[config.mk]
export PLATFORM = sky130hd
export DESIGN_NAME = vts_coef_ram
export DESIGN_NICKNAME = d
export VERILOG_FILES = /design/src/sv/vts_pkg.sv /design/src/sv/vts_coef_ram.sv
export SDC_FILE = /design/constraint.sdc
export NUM_CORES = 2
export LEC_CHECK = 0
export ABC_AREA = 1
export BUFFER_PORTS_ARGS = -buffer_cell sky130_fd_sc_hd__buf_4
export CORE_UTILIZATION = 60
export CTS_CLUSTER_SIZE = 12
export DETAILED_ROUTE_END_ITERATION = 12
export PLACE_DENSITY = 0.74
export REMOVE_ABC_BUFFERS = 1
export SKIP_CTS_REPAIR_TIMING = 1
export SLEW_MARGIN = 25
export SYNTH_ARGS = -nofsm -noshare
export SYNTH_HDL_FRONTEND = slang
export SYNTH_SLANG_ARGS = --single-unit
export TNS_END_PERCENT = 30
[constraint.sdc]
create_clock -name aclk -period 16.52 [get_ports aclk]
set_clock_uncertainty 0.05 [all_clocks]
set_input_delay 3.304 -clock aclk [delete_from_list [all_inputs] [get_ports aclk]]
set_output_delay 3.304 -clock aclk [all_outputs]
set_load 0.05 [all_outputs]
[src/sv/vts_pkg.sv]
// shared types and constants for the vertex to screen transform
`timescale 1ns / 1ps
package vts_pkg;

    // request kinds
    localparam logic REQ_POINT = 1'b0;
    localparam logic REQ_LOAD  = 1'b1;

    // configuration register indexes
    localparam logic [1:0] CFG_WIDTH  = 2'd0;
    localparam logic [1:0] CFG_HEIGHT = 2'd1;
    localparam logic [1:0] CFG_STAGES = 2'd2;

    // sequencer states
    typedef enum logic [3:0] {
        ST_CLEAR,
        ST_IDLE,
        ST_PICK,
        ST_MAC,
        ST_ROW,
        ST_DIV,
        ST_DIVRUN,
        ST_NEXTDIV,
        ST_SCALE,
        ST_OUT
    } vts_state_t;

    // store access request from the sequencer
    typedef struct packed {
        logic       wr_en;
        logic [5:0] addr;
        logic [31:0] wdata;
    } vts_mem_req_t;

endpackage

[src/sv/vts_coef_ram.sv]
// coefficient store: single port synchronous memory, registered read data
`timescale 1ns / 1ps
module vts_coef_ram (
    input  logic                  aclk,
    input  vts_pkg::vts_mem_req_t req,
    output logic [31:0]           rdata
);

    logic [31:0] mem [64];
    logic [31:0] rdata_reg;

    // write or read one entry per cycle
    always_ff @(posedge aclk) begin
        if (req.wr_en) begin
            mem[req.addr] <= req.wdata;
        end
        rdata_reg <= mem[req.addr];
    end

    assign rdata = rdata_reg;

endmodule

==> results.txt <==
- Status: finished, final reports clean
* Static leakage: 39.7 nW
* Library cell with the highest instance count after synthesis: sky130_fd_sc_hd__nand2_1
- Commonest cells post-synth: sky130_fd_sc_hd__nand2_1, sky130_fd_sc_hd__edfxtp_1, sky130_fd_sc_hd__buf_2, sky130_fd_sc_hd__nor2_1, sky130_fd_sc_hd__clkbuf_1
- The count of buffers added on input and output ports is 71.
- In this run the remaining antenna-violating nets after routing total 0.
- STA puts the critical path data arrival time at 7.81 ns.
* Synthesis warning total: 0
- Die Outline Area: 146,000 um^2
- Met2 capacity usage during global routing: 49.5%
- Number of cells on the worst hold path: 6
* I/O Pins: 72
- Initial DRT Pass Iterations: 6
- Vias in the first global route: 56,324
- The path with the worst hold slack has its endpoint at rdata[30].
- Post-route fraction of the period consumed by the critical path: 43.0%
* Max Clock Freq: 0.141 GHz
- Power density over the cells: 114 nW/um^2
* Clock tree from TritonCTS: done
* Final Cell Area: 95,100 um^2
- The synthesized design spends more area on one cell type than any other, namely sky130_fd_sc_hd__edfxtp_1.
- In this run the clock root is driven by a sky130_fd_sc_hd__clkbuf_16.
- The register with the most flip-flops in the layout has 2,048 of them.
- In this run, CTS created clock tree buffers numbering 204.
- The number of cells on the worst reg-to-reg path is 10.
- Worst VDD drop: 0.000128 V
* Final WL: 226,000 um
- After detailed routing, the number of vias per cell comes to 5.66.
- The floorplan step set the die height to 382 um.
* Cell at the slowest stage of the critical path: sky130_fd_sc_hd__buf_4
- The number of failing hold endpoints at the final stage came to 0.
- For the pin with the worst max-slew slack, the measured transition is 1.18 ns.
* Last weighted congestion value of the routability-driven placer: 0.840
- Number of library cell types mapped by synthesis: 21
* Number of vias in the routed layout: 59,090
* Largest stage delay on the critical path: 0.84 ns
* Startpoint of the most critical hold path: mem[34][30]
- The H-tree generated during clock tree synthesis spans 4 levels.
- In the synthesized netlist the async set-or-reset flop fraction comes to 0%.
- Of the cells placed in the final design, the portion with a size suffix greater than 1 is 6.08%.
- After floorplanning, the core was sized to cover 142,000 um^2.
- Dividing the detail-routed wire length by the instance count gives 21.6 um.
* Total number of placement rows: 138
- In this run, the number of DRC markers left after iteration 0 of detailed routing was 7,393.
* Pin count of the biggest net entering global routing: 224
- The synthesized design contains 2,048 enable-type register cells.
- Slew Limit Headroom: 21.4%
- Setup violations remaining at the end of the flow were counted as 0.
- STA classifies the critical path startpoint as an input pin.
- Area growth from synthesis to layout: 9.94%
- Post-layout net count: 8,448
- After synthesis, the largest area contributor takes up 71.1% of total cell area.
* CTS Buffer Depth: 3
- Antenna violations before repair: 3
- Clock insertion delay at the later pin of the skew report: 0.83 ns
- Flip-flop cell with the highest count after synthesis: sky130_fd_sc_hd__edfxtp_1
- After clock tree synthesis, the clock-pin slew on the worst setup and hold paths is 0.06 ns.
- Counting stages on the worst path, the most repeated cell is sky130_fd_sc_hd__nand2_1.
- Number of clock sinks seen by CTS: 2,080
* Flop2flop setup slack: 14.50 ns
* Largest fanout on the critical path: 184
* Design Power: 10.9 mW
- Walking the worst path, the cells encountered are buf_8 > buf_12 > buf_4 > buf_4 > buf_4 > nand2_1 > nand2_1 > nand2_1 > nand2_1 > nand2_1 > nand2_1 > nand2_1 > nand2_1 > nor2_1 > nand2_1.
* Leading post-synthesis cells by cell area: sky130_fd_sc_hd__edfxtp_1, sky130_fd_sc_hd__nand2_1, sky130_fd_sc_hd__buf_2
* GRT Util Overall: 31.0%
- Max-Cap Viols: 0
* GR peak layer: met2
- Cell area after placement: 89,000 um^2
- Sequential cells were found to cover 71.8% of the synthesized design area.
- Setup repair after global routing missed its margin: no
- After technology mapping, the gate count stands at 8,440.
- Critical Setup Path Class: in2reg
* Summed instance area of the synthesized netlist: 86,500 um^2
- Worst R2R End: rdata[22]
- STA classifies the critical path endpoint as a flip-flop.
- Number of storage elements in the synthesis netlist: 2,080
- Once the floorplan was initialized, standard cells occupied 60.8% of the core.
- For this run, design rule violations remaining after detail routing come to 0.
- From left edge to right edge, the die measures 382 um.
* Average size of a mapped cell: 10.2 um^2
- Met3 Resource Use GR: 6.15%
* Met1 layer usage reported by global route: 43.5%
* Remaining global-route overflow: 0
- Required time of the worst setup path: 17.22 ns
- Final critical path time including I/O delays and setup: 7.11 ns
- Once detailed placement completed, the half-perimeter wirelength came to 117,000 um.
- Worst hold-check slack: 0.722 ns
- In this run the critical register-to-register path is launched from mem[20][22].
- First-pass GRT wire length: 340,000 um
- Number of max-slew violations in the final report: 0
- The path class of the tightest hold or removal check is reg2reg.
## power breakdown
group          switching, mW  internal (mW)
Sequential            0.0215           5.84
Clock                   1.91           2.38
Combinational          0.538          0.155
## how the worst max path moves through the flow
stage / start / to / slack, ns
detailed placement: req[32] / rdata[31] / 8.71
CTS: req[32] / rdata[24] / 9.53
global placement: req[32] / rdata[0] / 8.71
floorplan: req[32] / mem[41][0] / -0.57
finish: req[32] / rdata[24] / 9.41
global route: req[32] / rdata[24] / 9.15
## worst max-delay path: cells and delay by family
family / cells / cell delay, ns
and+or+nand+nor: 10 / 0.83
buffers and inverters: 5 / 3.42
## cells in the final DEF (no fill, tap or decap), drive strengths merged
cell type | netlist | routed
buf | 286 | 184
bufinv | 0 | 2
clkbuf | 136 | 310
clkinv | 0 | 33
clkinvlp | 0 | 1
dfxtp | 32 | 32
diode | 0 | 4
edfxtp | 2048 | 2048
inv | 30 | 37
nand2 | 5728 | 5728
nand3 | 13 | 13
nand4 | 2 | 2
nor2 | 137 | 137
nor3 | 8 | 8
nor4 | 2 | 2
o211ai | 5 | 5
o21ai | 7 | 7
or2 | 6 | 6
## cell type report
| class | count | area, um^2 |
|---|---|---|
| flip-flops and latches | 2080 | 62100 |
| fillers | 10370 | 47200 |
| multi-input cells | 5908 | 22800 |
| clock buffers | 310 | 5680 |
| well taps | 1890 | 2360 |
| repair buffers | 184 | 1580 |
| clock inverters | 43 | 365 |
| inverters | 30 | 135 |
| diodes | 4 | 10.0 |
## metrics by stage
step | setup WS, ns | TNS, ns | utilization (%) | cells
after global routing | 9.15 | 0 | 66.8 | 10445
after floorplan | -0.571 | -18.27 | - | 8018
final | 9.41 | 0 | 66.8 | 10449
after detailed placement | 8.71 | 0 | 62.6 | 10091
after global placement | 8.71 | 0 | 62.5 | 10087
after CTS | 9.53 | 0 | 66.8 | 10444
## metal layers
metal | share of wire (%) | routed length (um)
met1 | 39 | 88400
met2 | 47 | 106000
met3 | 11 | 25000
met4 | 2.6 | 5980
met5 | 0.0040 | 9
## logic make-up (layout without fill, tap and decap cells)
group	after synthesis	after routing	synth area share, %
simple gates	5896	5896	25.7
flops	2080	2080	71.8
buf+inv	452	567	2.40
compound gates	12	12	0.0839
other cells	0	4	0
Note: power is estimated with default switching activity, not from simulation.
