<file path="src/sv/vts_divider.sv">
// signed restoring divider: quotient = (num << FRAC_BITS) / den, toward zero, saturated
`timescale 1ns / 1ps
module vts_divider #(
    parameter int FRAC_BITS = 16
) (
    input  logic        aclk,
    input  logic        aresetn,
    input  logic        start,
    input  logic [31:0] num,
    input  logic [31:0] den,
    output logic        done,
    output logic [31:0] quot
);

    localparam int NW = 32 + FRAC_BITS;
    localparam int CW = $clog2(NW + 1);

    logic [NW-1:0] dvd_reg, dvd_next;
    logic [NW-1:0] q_reg, q_next;
    logic [32:0]   rem_reg, rem_next;
    logic [31:0]   dvs_reg, dvs_next;
    logic          neg_reg, neg_next;
    logic [CW-1:0] cnt_reg, cnt_next;
    logic          busy_reg, busy_next;
    logic          done_reg, done_next;
    logic [32:0]   trial;
    logic [NW:0]   sq;
    logic [NW:0]   mag_num;
    logic [32:0]   mag_den;

    // one quotient bit per cycle
    always_comb begin
        mag_num  = {{(FRAC_BITS+1){1'b0}}, num} << FRAC_BITS;
        if (num[31]) begin
            mag_num = ({{(FRAC_BITS+1){1'b0}}, ~num} + 1'b1) << FRAC_BITS;
        end
        mag_den  = den[31] ? ({1'b0, ~den} + 33'd1) : {1'b0, den};
        dvd_next = dvd_reg;
        q_next   = q_reg;
        rem_next = rem_reg;
        dvs_next = dvs_reg;
        neg_next = neg_reg;
        cnt_next = cnt_reg;
        busy_next = busy_reg;
        done_next = 1'b0;
        trial    = {rem_reg[31:0], dvd_reg[NW-1]} - {1'b0, dvs_reg};
        if (start) begin
            dvd_next  = mag_num[NW-1:0];
            dvs_next  = mag_den[31:0];
            neg_next  = num[31] ^ den[31];
            rem_next  = '0;
            q_next    = '0;
            cnt_next  = CW'(NW);
            busy_next = 1'b1;
        end else if (busy_reg) begin
            dvd_next = dvd_reg << 1;
            if (!trial[32]) begin
                rem_next = trial;
                q_next   = {q_reg[NW-2:0], 1'b1};
            end else begin
                rem_next = {rem_reg[31:0], dvd_reg[NW-1]};
                q_next   = {q_reg[NW-2:0], 1'b0};
            end
            cnt_next = cnt_reg - 1'b1;
            if (cnt_reg == CW'(1)) begin
                busy_next = 1'b0;
                done_next = 1'b1;
            end
        end
    end

    // state registers
    always_ff @(posedge aclk) begin
        if (!aresetn) begin
            busy_reg <= 1'b0;
            done_reg <= 1'b0;
        end else begin
            busy_reg <= busy_next;
            done_reg <= done_next;
        end
        dvd_reg <= dvd_next;
        q_reg   <= q_next;
        rem_reg <= rem_next;
        dvs_reg <= dvs_next;
        neg_reg <= neg_next;
        cnt_reg <= cnt_next;
    end

    // sign and saturate
    always_comb begin
        sq = neg_reg ? -{1'b0, q_reg} : {1'b0, q_reg};
        if (!neg_reg && q_reg > NW'(32'h7FFF_FFFF)) begin
            quot = 32'h7FFF_FFFF;
        end else if (neg_reg && q_reg > NW'(33'h8000_0000)) begin
            quot = 32'h8000_0000;
        end else begin
            quot = sq[31:0];
        end
    end

    assign done = done_reg;

endmodule

</file>
<file path="config.mk">
export PLATFORM = sky130hd
export DESIGN_NAME = vts_divider
export DESIGN_NICKNAME = d
export VERILOG_FILES = /design/src/sv/vts_divider.sv
export SDC_FILE = /design/constraint.sdc
export NUM_CORES = 1
export LEC_CHECK = 0
export BUFFER_PORTS_ARGS = -buffer_cell sky130_fd_sc_hd__clkbuf_2
export CORE_MARGIN = 5
export CORE_UTILIZATION = 54
export DETAILED_ROUTE_END_ITERATION = 7
export PLACE_DENSITY_LB_ADDON = 0.3
export SLEW_MARGIN = 20
export SYNTH_ARGS = -nofsm -noshare
export SYNTH_HDL_FRONTEND = slang
export SYNTH_SLANG_ARGS = --single-unit
</file>
<file path="constraint.sdc">
create_clock -name aclk -period 3 [get_ports aclk]
set_input_delay 0.3 -clock aclk [delete_from_list [all_inputs] [get_ports aclk]]
set_output_delay 0.3 -clock aclk [all_outputs]
set_load 0.05 [all_outputs]
</file>
==> results.json, run 1 <==
{
  "status": "complete, but fails checks",
  "violations": "setup timing",
  "switchingPower_uw": 2070,
  "fin_crit_sh_pct": 114,
  "yosysMostFrequentCell": "nor2_1",
  "num_vias": 8474,
  "leakagePower_uw": 0.00517,
  "fin_skew_ps": 11.4,
  "syn_area_um2": 9740,
  "rsz0062_at_grt": "yes",
  "synth_seq_cells": 153,
  "synth-edff-count": 65,
  "fmax_mhz": 293,
  "global_route.usage.met1_pct": 29.9,
  "n_fill_cell": 1286,
  "grt_pass1_wl_um": 38400,
  "critical_path_buf_inv_count": 2,
  "ys_warn_count": 0,
  "largest_reg_flops": 48,
  "power_density_nw_per_um2": 535,
  "top_usage_layer": "met2",
  "met3_usage_pct": 4.07,
  "synth_top_cell_by_area": "edfxtp_1",
  "period_minus_slack_ps": 3420,
  "cp_max_fo": 6,
  "diodes": 0,
  "die_w_um": 144,
  "clockPowerShare_pct": 33.9,
  "worst_ep_arrival_time_ps": 3120,
  "dr.pass1.iters": 7,
  "critPathTopFamily": "simple AND/OR/NAND/NOR gates",
  "p_int_uw": 4680,
  "initial_core_util_pct": 54.6,
  "tightest_slew_ps": 768,
  "synth_top_area_share_pct": 20.0,
  "post_drt_wl_per_cell_um": 16.9,
  "cp_slowest_cell": "or4_4",
  "drcViolationCount": 0,
  "crit_path_end_kind": "primary output",
  "gp_congestion": 0.890,
  "syn_inst": 1085,
  "grt_overflow_total": 0,
  "power_frac_seq_pct": 36.1,
  "root_buffer": "clkbuf_16",
  "die_area_um2": 20800,
  "grt_usage_pct": 22.5,
  "grt_max_degree": 112,
  "setup_viol": 62,
  "hold_violations": 0,
  "p_comb_share_pct": 30.0,
  "finalHoldWorstSlack_ps": 112,
  "viasPerCell": 5.82,
  "avgSynthCellArea_um2": 8.97,
  "seq_area_frac_synth_pct": 38.1,
  "core_region_area_um2": 17800,
  "cts_tree": "built",
  "die_h_um": 144,
  "slew_violations": 0,
  "clk_latency_ps": 420,
  "multi_input_area_um2": 6170,
  "hold_buffers": 0,
  "synth_area_leaders": "edfxtp_1, dfxtp_1, mux2i_1",
  "synth_cell_types": 62,
  "first_global_vias": 8124,
  "layoutNonFillerInstCount": 1457,
  "async_flop_share_pct": 0,
  "drive_above_1_share_pct": 24.3,
  "grt_use_met2_pct": 37.7,
  "cts.clk_slew.worst_paths_ps": 60,
  "cap_violations": 0,
  "p_sw_share_pct": 30.7,
  "cts_buffers": 17,
  "syn-num-nets": 1190,
  "hold_depth": 1,
  "crit_path_start_kind": "flip-flop",
  "drtIter0Drc": 618,
  "ios": 100,
  "ant_nets": 0,
  "cp.depth": 10,
  "rr_worst_depth": 14,
  "portBuffers": 99,
  "crit_chain": "nor3_1, nand3_1, nor2_2, nand3_4, or4_4, buf_6, nand3_2, o21ai_2, a31oi_2, clkbuf_8",
  "seqCellArea_um2": 3720,
  "cts_max_level": 4,
  "slew_headroom_pct": 48.8,
  "fin_nets": 1320,
  "ys.flop_type": "dfxtp_1",
  "totalWireLength_um": 24600,
  "cts_buffer_depth": 2,
  "pre_cts_ws_ps": -152,
  "synth_common_cells": "nor2_1, dfxtp_1, mux2i_1",
  "cp_data_required_time_ps": 2700,
  "vdd_ir_drop_max_uv": 412,
  "cts.sinks": 153,
  "setup_ws_ps": -416,
  "placed_cells": 1407,
  "dp_hpwl_um": 15000,
  "row_count": 49,
  "syn_to_final_growth_pct": 29.6,
  "finalPower_uw": 6750,
  "hold_path.class": "primary input to flip-flop",
  "worst_path_largest_cell_delay_ps": 570,
  "crit_type": "flip-flop to primary output",
  "antenna_found_initial": 0
}
[cell families (layout without fill, tap and decap cells)]
logic type | count (synthesis) | count (layout) | synth area share, %
DFF | 153 | 153 | 38.1
AOI/OAI and AO/OA | 268 | 268 | 18.1
xor gates and xnor gates | 120 | 120 | 10.9
muxes | 75 | 75 | 7.72
adders and majority gates | 38 | 38 | 4.96
and+or+nand+nor | 316 | 316 | 15.7
buffers and inverters | 115 | 258 | 4.47
[layer usage]
layer  vias to the layer above  routed length, um
met3                        43                913
li1                       4168                  -
met5                         -                  0
met4                         0                539
met2                       227              12300
met1                      4036              10800
[timing repair]
action	CTS	global route
setup buffers	10	10
pin swaps	58	29
gates resized for setup	115	50
endpoints found under the setup margin	63	64
cloned	5	0
[cells in the final DEF, fill, tap and decap left out, drive strengths merged, types with 13 or more instances in the layout]
cell	n
nand2b	16
nor3	14
o21ai	72
nor4	18
buf	102
a21o	18
ha	37
a21oi	57
dfxtp	88
edfxtp	65
xor2	69
o41ai	14
mux2i	74
nor2	138
xnor2	51
clkbuf	90
inv	55
nand2	57
o31ai	25
a211oi	30
or4	13
[worst paths after layout]
path	start	to	slack, ps
setup reg to reg	dvd_reg[47]	rem_reg[4]	-220
hold reg to reg	cnt_reg[1]	cnt_reg[1]	500
setup / recovery	q_reg[2]	quot[31]	-420
hold / removal	den[0]	dvs_reg[0]	110
[through the flow]
| stage | cell area, um^2 | TNS [ps] | util, % |
|---|---|---|---|
| floorplan | 9800 | -5680 | - |
| global placement | 11000 | -155 | 61.9 |
| detailed placement | 11000 | -3430 | 61.9 |
| CTS | 12400 | -13470 | 69.6 |
| global route | 12600 | -18620 | 70.7 |
| finish | 12600 | -12380 | 70.7 |
[power groups by stage]
stage                     Clock (uW)  Sequential, uW  Combinational (uW)
final                           2290            2440                2030
after floorplan                    0            2450                1220
after CTS                       2310            2430                1950
after detailed placement           0            2480                1670
after global placement             0            2470                1640
after global routing            2420            2450                2190
[worst reg2reg max path: cells and delay by family, from the launching register on]
kind	cells	cell delay [ps]
xor+xnor	1	200
flops	1	400
compound gates	5	950
buf+inv	3	390
mux	1	230
fa+ha+maj	2	410
simple gates	2	510
[area by class of cell]
class | instances | share of cell area, %
inverter | 51 | 1.52
clock inverter | 15 | 1.57
sequential | 153 | 29.5
timing repair buffer | 175 | 12.8
clock buffer | 17 | 3.37
multi-input combinational | 817 | 48.9
tap | 229 | 2.27
No activity file was read; power rests on OpenSTA's default activity.
==> inputs of run 2 (changes only) <==
--- a/config.mk
+++ b/config.mk
@@ -7,7 +7,7 @@
 export LEC_CHECK = 0
 export BUFFER_PORTS_ARGS = -buffer_cell sky130_fd_sc_hd__clkbuf_2
 export CORE_MARGIN = 5
-export CORE_UTILIZATION = 54
+export CORE_UTILIZATION = 60
 export DETAILED_ROUTE_END_ITERATION = 7
 export PLACE_DENSITY_LB_ADDON = 0.3
 export SLEW_MARGIN = 20
==> constraint.sdc (replaced) <==
create_clock -name aclk -period 3.8 [get_ports aclk]
set_input_delay 0.38 -clock aclk [delete_from_list [all_inputs] [get_ports aclk]]
set_output_delay 0.38 -clock aclk [all_outputs]
set_load 0.05 [all_outputs]
==> run 2 against run 1 <==
  * Utilization is 1.2 points lower
  * Via count is 5.5% lower
  * Largest power group unchanged
  * Sequential share of layout area is 4.2 points higher
  * Final cell count is 5.5% lower
  * Sequential cell count stayed put
  * Register-to-register slack better by 460 ps
  * Critical endpoint is now quot[29]
  * The flow now finishes without violations
  * Worst setup slack better by 520 ps
==> results.json, run 2 (same netlist as run 1, synthesis figures left out) <==
{
  "seqCellArea_um2": 3720,
  "die_w_um": 137,
  "drtIter0Drc": 453,
  "clk_latency_ps": 440,
  "antenna_found_initial": 0,
  "dr.pass1.iters": 5,
  "critPathTopFamily": "simple AND/OR/NAND/NOR gates",
  "dp_hpwl_um": 14400,
  "drcViolationCount": 0,
  "grt_pass1_wl_um": 34900,
  "cts_buffer_depth": 2,
  "hold_buffers": 0,
  "critical_path_buf_inv_count": 1,
  "grt_usage_pct": 22.5,
  "initial_core_util_pct": 61.3,
  "multi_input_area_um2": 5690,
  "syn_to_final_growth_pct": 13.4,
  "placement.cell_area_um2": 10300,
  "slew_headroom_pct": 46.7,
  "final_common_cell": "nor2_1",
  "post-route-util_pct": 69.5,
  "diodes": 0,
  "first_global_vias": 7544,
  "gp_congestion": 0.871,
  "cts.clk_slew.worst_paths_ps": 60,
  "grt_overflow_total": 0,
  "ant_nets": 0,
  "vdd_ir_drop_max_uv": 342,
  "row_count": 46,
  "cts_max_level": 4,
  "hold_path.class": "primary input to flip-flop",
  "finalHoldWorstSlack_ps": 196,
  "cp_slowest_cell": "or4_1",
  "cp_data_required_time_ps": 3420,
  "drive_above_1_share_pct": 14.6,
  "setup_viol": 0,
  "cts_buffers": 17,
  "cts_tree": "built",
  "totalWireLength_um": 20600,
  "tightest_slew_ps": 799,
  "root_buffer": "clkbuf_16",
  "worst_path_largest_cell_delay_ps": 640,
  "viasPerCell": 5.81,
  "cts.sinks": 153,
  "crit_chain": "or4_1, nor4_2, nand3_1, or4_1, o41ai_2, xor2_1, o21ai_0, buf_2",
  "crit_type": "flip-flop to primary output",
  "portBuffers": 99,
  "slew_violations": 0,
  "power_density_nw_per_um2": 441,
  "largest_reg_flops": 48,
  "num_vias": 8007,
  "status": "finished, final reports clean",
  "fmax_mhz": 270,
  "die_h_um": 137,
  "layout_common_cells": "nor2_1, dfxtp_1, clkbuf_2",
  "hold_violations": 0,
  "fin_skew_ps": 10.9,
  "crit_path_start_kind": "flip-flop",
  "cap_violations": 0,
  "finalInstanceArea_um2": 11000,
  "ios": 100,
  "cpMostUsedCell": "or4_1",
  "period_minus_slack_ps": 3700,
  "n_fill_cell": 1260,
  "grt_max_degree": 80,
  "leakagePower_uw": 0.00457,
  "core_region_area_um2": 15900,
  "fin_nets": 1253,
  "die_area_um2": 18900,
  "cp_max_fo": 7,
  "fin_crit_sh_pct": 97.4,
  "rsz0062_at_grt": "yes",
  "crit_path_end_kind": "primary output",
  "post_drt_wl_per_cell_um": 14.9,
  "tns_ps": 0,
  "finalPower_uw": 4870,
  "worst_ep_arrival_time_ps": 3320
}
==> run 2: cell count changes in the layout (fill, tap and decap cells not counted), moves of 8 or more <==
cell,change
o21ai_4,-17
clkbuf_2,+18
buf_8,-13
buf_12,-21
buf_6,-8
buf_2,+11
buf_4,-48
o21ai_0,+31
o21ai_1,-9
==> run 2: through the flow <==
step	worst slack, ps	instances
6_report	100	1377
2_1_floorplan	71.3	1085
3_3_place_gp	329	1343
5_1_grt	-65.2	1377
3_5_place_dp	190	1343
4_1_cts	18.9	1375
==> run 2: path summary, 6_finish.rpt <==
check	slack [ps]	cells past startpoint	endpoint	from
setup / recovery	100	8	quot[29]	q_reg[13]
hold / removal	200	2	busy_reg	aresetn
setup reg to reg	240	13	rem_reg[22]	dvd_reg[47]
hold reg to reg	500	2	cnt_reg[5]	cnt_reg[5]
==> run 2: layout make-up <==
class,instances,share of cell area [%]
Multi-Input combinational cell,818,51.5
Sequential cell,153,33.7
Timing Repair Buffer,107,5.16
Clock buffer,20,4.24
Tap cell,216,2.45
Inverter,51,1.73
Clock inverter,12,1.24
==> run 2: power breakdown <==
| group | leakage (uW) | switching, uW | total [uW] | internal (uW) |
|---|---|---|---|---|
| logic | 0.00292 | 718 | 1210 | 491 |
| registers | 0.00135 | 76.1 | 1930 | 1850 |
| clock network | 0.000303 | 695 | 1730 | 1030 |
| total | 0.00457 | 1490 | 4870 | 3380 |
==> run 2: timing repair <==
item,CTS,global route
cloned,0,1
setup endpoints to repair,30,34
pin swaps,0,3
hold endpoints to repair,0,0
buffers inserted,0,1
resized for setup,3,25
==> run 2: metal layers <==
layer	wire length [um]	vias to the layer above	GRT usage, %
li1	-	4053	-
met1	9120	3754	28.9
met2	10200	170	37.8
met3	891	30	4.93
met4	318	0	7.26
met5	0	-	0
==> run 2: worst reg2reg max path: stages, from the launching register on <==
cell and delay (ps):
edfxtp_1 410, inv_1 80, ha_1 170, fa_1 210, nand2b_1 140, a21oi_1 80
or3b_1 390, a21o_1 220, a31o_2 310, a311oi_4 460, xnor2_4 170, buf_4 380
mux2i_1 150, a211oi_1 290
==> inputs of run 3 (changes only) <==
--- a/config.mk
+++ b/config.mk
@@ -9,7 +9,8 @@
 export CORE_MARGIN = 5
 export CORE_UTILIZATION = 60
 export DETAILED_ROUTE_END_ITERATION = 7
-export PLACE_DENSITY_LB_ADDON = 0.3
+export GPL_ROUTABILITY_DRIVEN = 0
+export PLACE_DENSITY = 0.81
 export SLEW_MARGIN = 20
 export SYNTH_ARGS = -nofsm -noshare
 export SYNTH_HDL_FRONTEND = slang
==> run 3 against run 2 <==
  * Sequential power is essentially flat
  * Critical path depth grew 1
  * Maximum frequency grew 1.3%
  * Worst setup slack gained 47 ps
  * Non-clock buffer count is the same
  * Clock skew shrank 2.3 ps
  * First-iteration DRC count shrank 11%
  * Sequential cell count is the same
  * Final cell count is the same
  * Largest cell class unchanged
  * Highest routed layer unchanged
==> results.json, run 3 (same netlist as run 1, synthesis figures left out) <==
{
  "cts_buffer_depth": 2,
  "crit_path_start_kind": "flip-flop",
  "die_area_um2": 18900,
  "cp_slowest_cell": "or4_4",
  "leakagePower_uw": 0.00455,
  "totalWireLength_um": 20700,
  "grt_max_degree": 110,
  "cp_max_fo": 15,
  "cts.sinks": 153,
  "cts_tree": "built",
  "core_region_area_um2": 15900,
  "worst_path_largest_cell_delay_ps": 590,
  "largest_reg_flops": 48,
  "dp_hpwl_um": 14100,
  "initial_core_util_pct": 61.3,
  "portBuffers": 99,
  "cp_data_required_time_ps": 3420,
  "vdd_ir_drop_max_uv": 346,
  "fin_skew_ps": 8.62,
  "clk_latency_ps": 440,
  "cts_max_level": 4,
  "syn_to_final_growth_pct": 13.2,
  "ios": 100,
  "viasPerCell": 5.82,
  "critical_path_buf_inv_count": 2,
  "grt_pass1_wl_um": 34900,
  "status": "finished, final reports clean",
  "slew_headroom_pct": 50.0,
  "crit_type": "flip-flop to primary output",
  "finalHoldWorstSlack_ps": 178,
  "hold_violations": 0,
  "period_minus_slack_ps": 3650,
  "tightest_slew_ps": 751,
  "layout_common_cells": "nor2_1, dfxtp_1, clkbuf_2",
  "dr.pass1.iters": 5,
  "r2r_slack_ps": 450,
  "final_common_cell": "nor2_1",
  "fin_crit_sh_pct": 96.1,
  "crit_chain": "or4_4, nor4_4, nand2b_1, nand2b_1, nor4_4, buf_4, a31oi_2, o21ai_0, clkbuf_4",
  "crit_path_end_kind": "primary output",
  "fmax_mhz": 274,
  "finalPower_uw": 4760,
  "critPathTopFamily": "simple AND/OR/NAND/NOR gates",
  "placement.cell_area_um2": 10400,
  "finalInstanceArea_um2": 11000,
  "drcViolationCount": 0,
  "first_global_vias": 7709,
  "post_drt_wl_per_cell_um": 15.0,
  "num_vias": 8008,
  "worst_ep_arrival_time_ps": 3270,
  "cts.clk_slew.worst_paths_ps": 60,
  "grt_overflow_total": 0,
  "n_fill_cell": 1283,
  "grt_usage_pct": 22.5,
  "hold_buffers": 0,
  "drive_above_1_share_pct": 14.4,
  "drtIter0Drc": 403,
  "antenna_found_initial": 0,
  "power_density_nw_per_um2": 432,
  "diodes": 0,
  "setup_viol": 0,
  "slew_violations": 0,
  "die_h_um": 137,
  "root_buffer": "clkbuf_16",
  "cap_violations": 0,
  "hold_path.class": "primary input to flip-flop",
  "fin_nets": 1253,
  "die_w_um": 137,
  "row_count": 46,
  "ant_nets": 0,
  "cts_buffers": 17
}
==> run 3: area by class of cell <==
| cell class | instances | area, um^2 | share of cell area (%) |
|---|---|---|---|
| clock buffers | 24 | 493 | 4.47 |
| clock inverters | 8 | 57.6 | 0.522 |
| repair buffers | 107 | 612 | 5.55 |
| inverters | 51 | 191 | 1.74 |
| flip-flops and latches | 153 | 3720 | 33.7 |
| well taps | 216 | 270 | 2.45 |
| multi-input cells | 818 | 5680 | 51.5 |
==> run 3: worst paths after layout <==
kind,start,endpoint,depth (start not counted)
max,q_reg[6],quot[2],9
min,den[0],dvs_reg[0],1
max reg2reg,dvd_reg[47],rem_reg[4],13
min reg2reg,cnt_reg[0],cnt_reg[0],2
==> run 3: repair_timing <==
| action | 4_1_cts | 5_1_grt |
|---|---|---|
| resized for setup | 3 | 34 |
| gates cloned | 0 | 1 |
| setup endpoints to repair | 30 | 31 |
| pin swaps | 0 | 2 |
| buffers inserted | 0 | 1 |
==> run 3: metrics by stage <==
| stage | instances | setup TNS [ps] | util [%] | setup WS (ps) |
|---|---|---|---|---|
| finish | 1377 | 0 | 69.4 | 147 |
| global route | 1377 | -3.66 | 69.4 | -3.66 |
| CTS | 1375 | 0 | 68.8 | 39.3 |
| detailed placement | 1343 | 0 | 65.2 | 222 |
| global placement | 1343 | 0 | 65.2 | 393 |
| floorplan | 1085 | 0 | - | 71.3 |
==> run 3: routing by layer <==
metal	up-vias	track usage, %	part of all wire [%]
met5	-	0	0
met1	3758	28.3	44
met3	39	4.75	4.2
li1	4047	-	-
met2	164	38.3	50
met4	0	8.09	1.9
==> run 3: worst reg2reg max path: cells and delay by family (launching register included) <==
| kind | cells | cell delay, ps |
|---|---|---|
| DFF | 1 | 390 |
| buffers and inverters | 2 | 330 |
| adders and majority gates | 2 | 380 |
| and+or+nand+nor | 2 | 540 |
| muxes | 1 | 260 |
| xor gates and xnor gates | 1 | 180 |
| AOI/OAI and AO/OA | 5 | 1130 |
==> run 3: report_power, final <==
| group | total, uW | switching, uW | leakage, uW | internal [uW] |
|---|---|---|---|---|
| Combinational | 1220 | 721 | 0.00292 | 503 |
| Sequential | 1930 | 75.2 | 0.00135 | 1850 |
| Clock | 1610 | 692 | 0.000276 | 915 |
| Total | 4760 | 1490 | 0.00455 | 3270 |
